[src/rtl/core/tsp_pkg.sv]
// Shared types, constants and helpers for the tone sequence player.
`default_nettype none
package tsp_pkg;

    // Note store geometry
    localparam int NOTE_SLOTS = 8;
    localparam int IDX_W      = (NOTE_SLOTS > 1) ? $clog2(NOTE_SLOTS) : 1;
    localparam int CNT_W      = $clog2(NOTE_SLOTS + 1);

    // Configuration port
    localparam int CFG_IDX_W  = 1;
    localparam int CFG_DATA_W = 7;
    localparam logic [CFG_IDX_W-1:0] CFG_ENABLE = 1'b0;
    localparam logic [CFG_IDX_W-1:0] CFG_VOLUME = 1'b1;

    localparam logic [6:0] VOL_MAX   = 7'd100;
    localparam logic [7:0] LEVEL_MAX = 8'd255;

    // Command codes of an input item
    typedef enum logic [1:0] {
        CMD_TICK = 2'd0,
        CMD_LOAD = 2'd1,
        CMD_STOP = 2'd2
    } t_cmd;

    // One stored note
    typedef struct packed {
        logic [15:0] freq;
        logic [15:0] dur;
        logic [15:0] gap;
    } t_note;

    localparam int NOTE_W = $bits(t_note);

    // Input item as seen by the sequencer
    typedef struct packed {
        logic [1:0]  cmd;
        logic [15:0] note_freq;
        logic [15:0] note_duration_ms;
        logic [15:0] note_gap_ms;
        logic        last_note;
    } t_item;

    // Control from the configuration registers
    typedef struct packed {
        logic enable;
        logic halt;
    } t_ctl;

    // Playback status after the current update
    typedef struct packed {
        logic        tone_on;
        logic [15:0] tone_freq;
        logic        busy;
    } t_stat;

    // Speaker level: vol * 255 / 100, the divide done as a reciprocal multiply
    function automatic logic [7:0] level_of(input logic [6:0] vol);
        logic [14:0] prod;
        logic [27:0] scaled;
        prod   = 15'(vol) * 15'd255;
        scaled = 28'(prod) * 28'd5243;
        return scaled[26:19];
    endfunction

endpackage
`default_nettype wire

[src/rtl/core/tsp_in_if.sv]
// Input item channel of the tone sequence player.
`default_nettype none
interface tsp_in_if;
    logic        valid;
    logic        ready;
    logic [1:0]  cmd;
    logic [15:0] note_freq;
    logic [15:0] note_duration_ms;
    logic [15:0] note_gap_ms;
    logic        last_note;

    modport source (output valid, cmd, note_freq, note_duration_ms, note_gap_ms, last_note,
                    input ready);
    modport sink   (input valid, cmd, note_freq, note_duration_ms, note_gap_ms, last_note,
                    output ready);
endinterface
`default_nettype wire

[src/rtl/core/tsp_out_if.sv]
// Result item channel of the tone sequence player.
`default_nettype none
interface tsp_out_if;
    logic        valid;
    logic        ready;
    logic        tone_on;
    logic [15:0] tone_freq;
    logic [7:0]  speaker_level;
    logic        sequence_busy;

    modport source (output valid, tone_on, tone_freq, speaker_level, sequence_busy,
                    input ready);
    modport sink   (input valid, tone_on, tone_freq, speaker_level, sequence_busy,
                    output ready);
endinterface
`default_nettype wire

[src/rtl/core/tsp_cfg_if.sv]
// Configuration write channel of the tone sequence player.
`default_nettype none
interface tsp_cfg_if;
    logic       valid;
    logic       ready;
    logic [0:0] idx;
    logic [6:0] data;

    modport source (output valid, idx, data, input ready);
    modport sink   (input valid, idx, data, output ready);
endinterface
`default_nettype wire

[src/rtl/core/tsp_ram.sv]
// Generic single-write, single-read RAM with registered read data.
`default_nettype none
module tsp_ram #(
    parameter int WIDTH = 48,
    parameter int DEPTH = 8,
    localparam int AW   = (DEPTH > 1) ? $clog2(DEPTH) : 1
) (
    input  wire logic             i_clk,
    input  wire logic             i_wr_en,
    input  wire logic [AW-1:0]    i_wr_addr,
    input  wire logic [WIDTH-1:0] i_wr_data,
    input  wire logic [AW-1:0]    i_rd_addr,
    output logic      [WIDTH-1:0] o_rd_data
);

    logic [WIDTH-1:0] r_mem [DEPTH];

    // Write port
    always_ff @(posedge i_clk) begin
        if (i_wr_en) begin
            r_mem[i_wr_addr] <= i_wr_data;
        end
    end

    // Registered read port
    always_ff @(posedge i_clk) begin
        o_rd_data <= r_mem[i_rd_addr];
    end

endmodule
`default_nettype wire

[src/rtl/core/tsp_ctrl.sv]
// Note sequencer: playback state, note store access and next-note prefetch.
`default_nettype none
module tsp_ctrl (
    input  wire logic                    i_clk,
    input  wire logic                    i_rst_n,
    input  wire logic                    i_acc,
    input  wire tsp_pkg::t_item          i_item,
    input  wire tsp_pkg::t_ctl           i_ctl,
    output logic                         o_wr_en,
    output logic [tsp_pkg::IDX_W-1:0]    o_wr_addr,
    output logic [tsp_pkg::NOTE_W-1:0]   o_wr_data,
    output logic [tsp_pkg::IDX_W-1:0]    o_rd_addr,
    input  wire logic [tsp_pkg::NOTE_W-1:0] i_rd_data,
    output tsp_pkg::t_stat               o_stat
);
    import tsp_pkg::*;

    // Control state
    logic [CNT_W-1:0] r_lp,     n_lp;
    logic [CNT_W-1:0] r_total,  n_total;
    logic [CNT_W-1:0] r_play,   n_play;
    logic             r_tone,   n_tone;
    logic             r_gap,    n_gap;
    logic [15:0]      r_remain, n_remain;

    // Cached copies: note at the play index and note zero of the sequence
    t_note r_cur,  n_cur;
    t_note r_head, n_head;

    // Forwarding of a write that collides with the prefetch read
    logic  r_fwd_valid;
    t_note r_fwd_data;

    t_note            w_note;
    t_note            w_nxt;
    t_note            w_head;
    logic [CNT_W-1:0] w_play_inc;
    logic [CNT_W-1:0] w_lp;
    logic [CNT_W:0]   w_rd_next;

    assign w_nxt = r_fwd_valid ? r_fwd_data : t_note'(i_rd_data);

    // Next state per item
    always_comb begin
        n_lp       = r_lp;
        n_total    = r_total;
        n_play     = r_play;
        n_tone     = r_tone;
        n_gap      = r_gap;
        n_remain   = r_remain;
        n_cur      = r_cur;
        n_head     = r_head;
        o_wr_en    = 1'b0;
        w_note.freq = i_item.note_freq;
        w_note.dur  = i_item.note_duration_ms;
        w_note.gap  = i_item.note_gap_ms;
        w_play_inc = r_play + CNT_W'(1);
        w_lp       = r_lp;
        w_head     = (r_lp == '0) ? w_note : r_head;

        if (i_acc) begin
            unique case (i_item.cmd)
                CMD_TICK: begin
                    if (i_ctl.enable && r_total != '0) begin
                        if (r_remain > 16'd1) begin
                            n_remain = r_remain - 16'd1;
                        end else begin
                            n_remain = '0;
                            if (r_tone) begin
                                // Tone ends: advance to the next note or finish
                                n_tone = 1'b0;
                                n_play = w_play_inc;
                                if (w_play_inc >= r_total) begin
                                    n_total = '0;
                                    n_gap   = 1'b0;
                                end else begin
                                    n_cur = w_nxt;
                                    if (r_cur.gap != 16'd0) begin
                                        n_gap    = 1'b1;
                                        n_remain = r_cur.gap;
                                    end else begin
                                        n_gap    = 1'b0;
                                        n_tone   = 1'b1;
                                        n_remain = w_nxt.dur;
                                    end
                                end
                            end else begin
                                // Gap ends: sound the current note
                                n_gap    = 1'b0;
                                n_tone   = 1'b1;
                                n_remain = r_cur.dur;
                            end
                        end
                    end
                end
                CMD_LOAD: begin
                    if (i_ctl.enable) begin
                        // First note of a sequence silences playback
                        if (r_lp == '0) begin
                            n_total  = '0;
                            n_play   = '0;
                            n_tone   = 1'b0;
                            n_gap    = 1'b0;
                            n_remain = '0;
                        end
                        // Store the note unless the store is full
                        if (r_lp < CNT_W'(NOTE_SLOTS)) begin
                            o_wr_en = 1'b1;
                            w_lp    = r_lp + CNT_W'(1);
                            if (r_lp == '0) begin
                                n_head = w_note;
                            end
                        end
                        n_lp = w_lp;
                        // Last note starts playback at note zero
                        if (i_item.last_note) begin
                            n_total  = w_lp;
                            n_lp     = '0;
                            n_play   = '0;
                            n_gap    = 1'b0;
                            n_tone   = 1'b1;
                            n_cur    = w_head;
                            n_remain = w_head.dur;
                        end
                    end
                end
                CMD_STOP: begin
                    n_lp     = '0;
                    n_total  = '0;
                    n_play   = '0;
                    n_tone   = 1'b0;
                    n_gap    = 1'b0;
                    n_remain = '0;
                end
                default: begin
                end
            endcase
        end

        // Disable drops playback and any partial sequence
        if (i_ctl.halt) begin
            n_lp     = '0;
            n_total  = '0;
            n_play   = '0;
            n_tone   = 1'b0;
            n_gap    = 1'b0;
            n_remain = '0;
        end
    end

    // Store write and next-note prefetch addresses
    always_comb begin
        o_wr_addr = r_lp[IDX_W-1:0];
        o_wr_data = w_note;
        w_rd_next = {1'b0, n_play} + (CNT_W+1)'(1);
        if (w_rd_next < (CNT_W+1)'(NOTE_SLOTS)) begin
            o_rd_addr = w_rd_next[IDX_W-1:0];
        end else begin
            o_rd_addr = '0;
        end
    end

    // Status after the update
    always_comb begin
        o_stat.tone_on   = n_tone;
        o_stat.tone_freq = n_tone ? n_cur.freq : 16'd0;
        o_stat.busy      = n_tone | n_gap;
    end

    // Control registers
    always_ff @(posedge i_clk) begin
        if (!i_rst_n) begin
            r_lp        <= '0;
            r_total     <= '0;
            r_play      <= '0;
            r_tone      <= 1'b0;
            r_gap       <= 1'b0;
            r_remain    <= '0;
            r_fwd_valid <= 1'b0;
        end else begin
            r_lp        <= n_lp;
            r_total     <= n_total;
            r_play      <= n_play;
            r_tone      <= n_tone;
            r_gap       <= n_gap;
            r_remain    <= n_remain;
            r_fwd_valid <= o_wr_en && (o_wr_addr == o_rd_addr);
        end
    end

    // Payload caches
    always_ff @(posedge i_clk) begin
        r_cur      <= n_cur;
        r_head     <= n_head;
        r_fwd_data <= w_note;
    end

`ifndef SYNTH
    a_tone_gap_excl: assert property (@(posedge i_clk) disable iff (!i_rst_n)
        !(r_tone && r_gap))
        else $error("tone and gap active together");
    a_play_in_range: assert property (@(posedge i_clk) disable iff (!i_rst_n)
        r_tone |-> (r_play < r_total))
        else $error("sounding note beyond sequence length");
    a_gap_has_time: assert property (@(posedge i_clk) disable iff (!i_rst_n)
        r_gap |-> (r_remain != 16'd0))
        else $error("gap active with no time left");
    a_lp_bound: assert property (@(posedge i_clk) disable iff (!i_rst_n)
        r_lp <= CNT_W'(NOTE_SLOTS))
        else $error("load pointer past store size");
`endif

endmodule
`default_nettype wire

[src/rtl/core/tone_sequence_player_top.sv]
// Top level of the tone sequence player: channels, configuration and result register.
// Result timing: a result item is valid in the cycle after its input item is accepted.
// Throughput: one item per cycle; input is taken while a result waits if the
//   result is taken in the same cycle, the note store read is
//   prefetched so no item stalls on it.
// Reset: synchronous active low; playback idle, enable 1, level 255; note store
//   contents stay undefined until written, there is no clearing pass.
`default_nettype none
module tone_sequence_player_top (
    input  wire logic   i_clk,
    input  wire logic   i_rst_n,
    tsp_in_if.sink      i_note,
    tsp_cfg_if.sink     i_cfg,
    tsp_out_if.source   o_res
);
    import tsp_pkg::*;

    logic       r_enable;
    logic [7:0] r_level;
    logic       r_out_valid;
    t_stat      r_out_stat;
    logic [7:0] r_out_level;

    logic       w_acc;
    logic       w_cfg_wr;
    logic [6:0] w_vol;
    t_item      w_item;
    t_ctl       w_ctl;
    t_stat      w_stat;

    logic                w_wr_en;
    logic [IDX_W-1:0]    w_wr_addr;
    logic [NOTE_W-1:0]   w_wr_data;
    logic [IDX_W-1:0]    w_rd_addr;
    logic [NOTE_W-1:0]   w_rd_data;

    // Handshakes
    assign i_note.ready = !r_out_valid || o_res.ready;
    assign w_acc        = i_note.valid && i_note.ready;
    assign i_cfg.ready  = 1'b1;
    assign w_cfg_wr     = i_cfg.valid && i_cfg.ready;

    assign w_item.cmd              = i_note.cmd;
    assign w_item.note_freq        = i_note.note_freq;
    assign w_item.note_duration_ms = i_note.note_duration_ms;
    assign w_item.note_gap_ms      = i_note.note_gap_ms;
    assign w_item.last_note        = i_note.last_note;

    assign w_ctl.enable = r_enable;
    assign w_ctl.halt   = w_cfg_wr && (i_cfg.idx == CFG_ENABLE) && !i_cfg.data[0];

    // Saturate volume at 100 percent
    assign w_vol = (i_cfg.data > VOL_MAX) ? VOL_MAX : i_cfg.data;

    // Configuration registers
    always_ff @(posedge i_clk) begin
        if (!i_rst_n) begin
            r_enable <= 1'b1;
            r_level  <= LEVEL_MAX;
        end else if (w_cfg_wr) begin
            unique case (i_cfg.idx)
                CFG_ENABLE: r_enable <= i_cfg.data[0];
                CFG_VOLUME: r_level  <= level_of(w_vol);
                default: begin
                end
            endcase
        end
    end

    tsp_ram #(
        .WIDTH (NOTE_W),
        .DEPTH (NOTE_SLOTS)
    ) u_store (
        .i_clk     (i_clk),
        .i_wr_en   (w_wr_en),
        .i_wr_addr (w_wr_addr),
        .i_wr_data (w_wr_data),
        .i_rd_addr (w_rd_addr),
        .o_rd_data (w_rd_data)
    );

    tsp_ctrl u_ctrl (
        .i_clk     (i_clk),
        .i_rst_n   (i_rst_n),
        .i_acc     (w_acc),
        .i_item    (w_item),
        .i_ctl     (w_ctl),
        .o_wr_en   (w_wr_en),
        .o_wr_addr (w_wr_addr),
        .o_wr_data (w_wr_data),
        .o_rd_addr (w_rd_addr),
        .i_rd_data (w_rd_data),
        .o_stat    (w_stat)
    );

    // Result register: hold until taken
    always_ff @(posedge i_clk) begin
        if (!i_rst_n) begin
            r_out_valid <= 1'b0;
        end else if (w_acc) begin
            r_out_valid <= 1'b1;
        end else if (o_res.ready) begin
            r_out_valid <= 1'b0;
        end
    end

    always_ff @(posedge i_clk) begin
        if (w_acc) begin
            r_out_stat  <= w_stat;
            r_out_level <= r_level;
        end
    end

    assign o_res.valid         = r_out_valid;
    assign o_res.tone_on       = r_out_stat.tone_on;
    assign o_res.tone_freq     = r_out_stat.tone_freq;
    assign o_res.speaker_level = r_out_level;
    assign o_res.sequence_busy = r_out_stat.busy;

endmodule
`default_nettype wire

[src/flat_wrapper.sv]
// flat-port wrapper written by rule: the top's interface ports become plain ports
module tone_sequence_player_top_flat import tsp_pkg::*;
  (i_clk, i_rst_n, i_note_valid, i_note_cmd, i_note_note_freq, i_note_note_duration_ms, i_note_note_gap_ms, i_note_last_note, i_note_ready, i_cfg_valid, i_cfg_idx, i_cfg_data, i_cfg_ready, o_res_valid, o_res_tone_on, o_res_tone_freq, o_res_speaker_level, o_res_sequence_busy, o_res_ready);
  tsp_in_if i_note_i ();
  tsp_cfg_if i_cfg_i ();
  tsp_out_if o_res_i ();
  input  wire logic i_clk;
  input  wire logic i_rst_n;
  input wire logic [$bits(i_note_i.valid)-1:0] i_note_valid;
  input wire logic [$bits(i_note_i.cmd)-1:0] i_note_cmd;
  input wire logic [$bits(i_note_i.note_freq)-1:0] i_note_note_freq;
  input wire logic [$bits(i_note_i.note_duration_ms)-1:0] i_note_note_duration_ms;
  input wire logic [$bits(i_note_i.note_gap_ms)-1:0] i_note_note_gap_ms;
  input wire logic [$bits(i_note_i.last_note)-1:0] i_note_last_note;
  output wire logic [$bits(i_note_i.ready)-1:0] i_note_ready;
  input wire logic [$bits(i_cfg_i.valid)-1:0] i_cfg_valid;
  input wire logic [$bits(i_cfg_i.idx)-1:0] i_cfg_idx;
  input wire logic [$bits(i_cfg_i.data)-1:0] i_cfg_data;
  output wire logic [$bits(i_cfg_i.ready)-1:0] i_cfg_ready;
  output wire logic [$bits(o_res_i.valid)-1:0] o_res_valid;
  output wire logic [$bits(o_res_i.tone_on)-1:0] o_res_tone_on;
  output wire logic [$bits(o_res_i.tone_freq)-1:0] o_res_tone_freq;
  output wire logic [$bits(o_res_i.speaker_level)-1:0] o_res_speaker_level;
  output wire logic [$bits(o_res_i.sequence_busy)-1:0] o_res_sequence_busy;
  input wire logic [$bits(o_res_i.ready)-1:0] o_res_ready;
  assign i_note_i.valid = i_note_valid;
  assign i_note_i.cmd = i_note_cmd;
  assign i_note_i.note_freq = i_note_note_freq;
  assign i_note_i.note_duration_ms = i_note_note_duration_ms;
  assign i_note_i.note_gap_ms = i_note_note_gap_ms;
  assign i_note_i.last_note = i_note_last_note;
  assign i_note_ready = i_note_i.ready;
  assign i_cfg_i.valid = i_cfg_valid;
  assign i_cfg_i.idx = i_cfg_idx;
  assign i_cfg_i.data = i_cfg_data;
  assign i_cfg_ready = i_cfg_i.ready;
  assign o_res_valid = o_res_i.valid;
  assign o_res_tone_on = o_res_i.tone_on;
  assign o_res_tone_freq = o_res_i.tone_freq;
  assign o_res_speaker_level = o_res_i.speaker_level;
  assign o_res_sequence_busy = o_res_i.sequence_busy;
  assign o_res_i.ready = o_res_ready;
  tone_sequence_player_top u_core (.i_clk(i_clk), .i_rst_n(i_rst_n), .i_note(i_note_i), .i_cfg(i_cfg_i), .o_res(o_res_i));
endmodule
[config.mk]
export PLATFORM = sky130hd
export DESIGN_NAME = tone_sequence_player_top_flat
export DESIGN_NICKNAME = d
export VERILOG_FILES = /design/src/rtl/core/tsp_pkg.sv /design/src/rtl/core/tsp_in_if.sv /design/src/rtl/core/tsp_out_if.sv /design/src/rtl/core/tsp_cfg_if.sv /design/src/rtl/core/tsp_ram.sv /design/src/rtl/core/tsp_ctrl.sv /design/src/rtl/core/tone_sequence_player_top.sv /design/src/flat_wrapper.sv
export SDC_FILE = /design/constraint.sdc
export NUM_CORES = 1
export LEC_CHECK = 0
export BUFFER_PORTS_ARGS = -buffer_cell sky130_fd_sc_hd__buf_2
export CORE_UTILIZATION = 60
export CTS_BUF_LIST = sky130_fd_sc_hd__clkbuf_8
export CTS_CLUSTER_DIAMETER = 30
export DETAILED_ROUTE_END_ITERATION = 6
export PLACE_DENSITY = 0.77
export SLEW_MARGIN = 20
export SYNTH_ARGS = -nofsm -noshare
export SYNTH_HDL_FRONTEND = slang
export SYNTH_SLANG_ARGS = --single-unit
[constraint.sdc]
create_clock -name i_clk -period 29.3 [get_ports i_clk]
set_clock_uncertainty 0.15 [all_clocks]
set_input_delay 5.86 -clock i_clk [delete_from_list [all_inputs] [get_ports i_clk]]
set_output_delay 5.86 -clock i_clk [all_outputs]
set_load 0.005 [all_outputs]
==> metrics.txt <==
outcome finished, final reports clean; Resize count post-CTS 0; CP bufs+invs 10; setup_tns 0 ns; Seq/Total Area, Yosys 0.534; Detail Placement HPWL 51,900 um; Min Clock Period, post-route 15.47 ns; Post-Syn Instances 2,849; Routed Antenna Nets 0; CTS root buf clkbuf_8; gpl congestion 0.918; First DRT Iteration DRCs 2,605; critical path class input port to flip-flop; Post-synth top flop edfxtp_1; worst path arrival time 15.90 ns; synth warn 0; H-tree depth 3; Final setup viols 0; post-synthesis xor/xnor area fraction 0.0144; Simple-Gate Fraction of Synth Area 0.0626; Distinct cells, synth 65; Period Utilization, post-route 0.528; syn_nets 3,142; Crit path largest cell delay 0.69 ns; Yosys top cell area share 0.442; Worst setup SP type input port; Max Cap Viol 0; busiest grt layer met2; Core ar. 0.0543 mm^2; antenna violations before repair 6; met3 usage 0.0700; synthesized cell area 0.0333 mm^2; critical-path maximum fanout 7; mux share of post-synthesis cell area 0.0352; post-DR vias/cell 6.62; Layout Nets 3,201; pin count of the biggest net entering global routing 117; FMAX 64.6 MHz; I/O Buffers 91; Adder-Cell Fraction of Synth Area 0.104; CTS tree done; number of synthesized flops with an enable pin 490; most frequent CP cell inv_1; Required @ worst endpoint 29.73 ns; Tot GR Track Use 0.328; compound-gate portion of the synthesized area 0.202; largest cells by area after synthesis edfxtp_1 (44%), dfxtp_1 (9.2%), ha_1 (5.7%), fa_1 (4.7%), a21oi_1 (3.4%); number of buffers created by CTS 117; cell depth of the worst setup path 38; Multi-input gate area 0.0141 mm^2; Hold Path Depth 0; Rows 85; grt ovf 0; RSZ-0062 raised after global routing false; clock sinks 643; R2R depth 17; Hold Path Class flip-flop to flip-flop; first-pass GRT wire length 141,000 um; Synth area leader edfxtp_1; Die H 237 um; DR WL/cell 24.7 um; Hold Fails Final Rpt 0; largest family of logic cells by synthesized area compound AO/OA/AOI/OAI gates; syn_area_per_cell 11.7 um^2; number of synthesized register bits 643; clk slew on worst S/H paths 0.06 ns; ys async rst share 0; DR vias 24,800; Fillers 3,848; Area growth syn-to-layout 11.3%; met1 Usage GRT 0.407; # DRC 0; total die area 0.0564 mm^2; die width 237 um; worst-margin pin slew 1.14 ns; grt met2 use 0.540; I/O Pins 93; total wire length 92,800 um; drt pass-1 iters 6; initial core utilization 0.612; max_slew headroom 0.240; clk buf depth 3; Slew Viols, Final 0; Crit. End Element flip-flop; postcts setup bufs 0; FF+latch area 0.0178 mm^2; Crit-path slowest cell fa_1; clk_lat worst skew 0.74 ns; post-cts hold buffer count 0; vias in the first global route 25,400; crit-path leading delay family adder cells; layout cell share with drive strength beyond 1 0.147
-- registers in the layout, indices dropped and copies added (netlist names), 4 cells and up --
signal                      count
u_core.u_ctrl.r_lp              4
u_core.o_res.speaker_level      8
u_core.u_ctrl.r_remain         16
u_core.u_ctrl.r_play            4
u_core.u_ctrl.r_cur            48
u_core.u_store.r_mem          384
u_core.u_ctrl.r_head           48
u_core.r_level                  8
u_core.o_res.tone_freq         16
u_core.u_store.o_rd_data       48
u_core.u_ctrl.r_fwd_data       48
u_core.u_ctrl.r_total           4
-- path summary, 6_finish.rpt --
check,start,end,slack [ns]
hold reg to reg,u_core.r_level[4],u_core.o_res.speaker_level[4],0.28
setup reg to reg,u_core.u_ctrl.r_lp[1],u_core.u_store.o_rd_data[46],21.91
setup / recovery,i_cfg_data[5],u_core.r_level[7],13.83
hold / removal,u_core.r_level[4],u_core.o_res.speaker_level[4],0.28
-- synthesized netlist by cell type (all sizes together) (53+ instances only) --
| cell | number |
|---|---|
| edfxtp | 490 |
| a21oi | 229 |
| inv | 213 |
| o21ai | 198 |
| dfxtp | 153 |
| clkbuf | 151 |
| ha | 151 |
| nand2 | 98 |
| nor2 | 98 |
| o22a | 96 |
| o22ai | 84 |
| mux2i | 81 |
| fa | 78 |
| nor3 | 67 |
| nor2b | 53 |
-- worst register-to-register path: stages (launching register included) --
cell,delay [ns]
dfxtp_1,0.59
inv_1,0.13
ha_1,0.20
nor3b_2,0.14
buf_4,0.43
or3_1,0.52
and2_1,0.23
a221o_1,0.49
inv_1,0.21
ha_4,0.69
buf_6,0.72
or4_2,0.31
buf_4,0.70
o22a_1,0.34
nor2b_4,0.15
buf_4,0.86
and3_1,0.35
nor4_1,0.06
-- kinds of logic (layout without fill, tap and decap cells) --
group	Yosys count	in the layout
flops	643	643
simple gates	415	415
compound gates	985	985
mux	113	113
other cells	1	3
fa+ha+maj	229	229
xor+xnor	53	53
buf+inv	410	572
-- per-layer routing --
layer / vias up / wire length [um] / share of wire
met5: - / 43 / 0.00046
met4: 8 / 4190 / 0.045
met3: 338 / 8920 / 0.096
met2: 1446 / 44500 / 0.48
met1: 12100 / 35100 / 0.38
li1: 10900 / - / -
-- cell type report --
cell class,count,area share
inverter,213,0.0216
timing repair buffer,137,0.0217
tap,739,0.0250
multi-input combinational,1796,0.381
sequential,643,0.480
clock inverter,86,0.0204
antenna,2,0.000135
clock buffer,136,0.0505
-- cells in the final DEF (no fill, tap or decap), drive strengths merged, types with 32 or more instances in the layout --
| cell type | n |
|---|---|
| edfxtp | 490 |
| o22a | 96 |
| dfxtp | 153 |
| mux2i | 81 |
| nand2 | 98 |
| fa | 78 |
| clkbuf | 136 |
| o21ai | 198 |
| ha | 151 |
| nor2b | 53 |
| a221oi | 48 |
| nor3 | 67 |
| a211oi | 52 |
| o22ai | 84 |
| a21oi | 229 |
| a22oi | 47 |
| o21a | 52 |
| xnor2 | 34 |
| nor2 | 98 |
| buf | 137 |
| mux2 | 32 |
| inv | 246 |
| a2111oi | 51 |
| a31oi | 51 |
| clkinv | 34 |
-- stage by stage --
stage	hold WS (ns)	util	worst slack, ns	area (um^2)	instances
4_1_cts	0.282	0.681	13.79	37000	3750
3_3_place_gp	0.264	0.633	13.46	34400	3528
3_5_place_dp	0.267	0.633	13.05	34400	3528
6_report	0.283	0.682	13.83	37000	3752
5_1_grt	0.287	0.682	13.15	37000	3752
2_1_floorplan	0.258	-	14.60	33300	2849
Power is left out: the tool's default activity adds up to more than one toggle a clock period on the data nets, which glitch-free logic cannot reach.
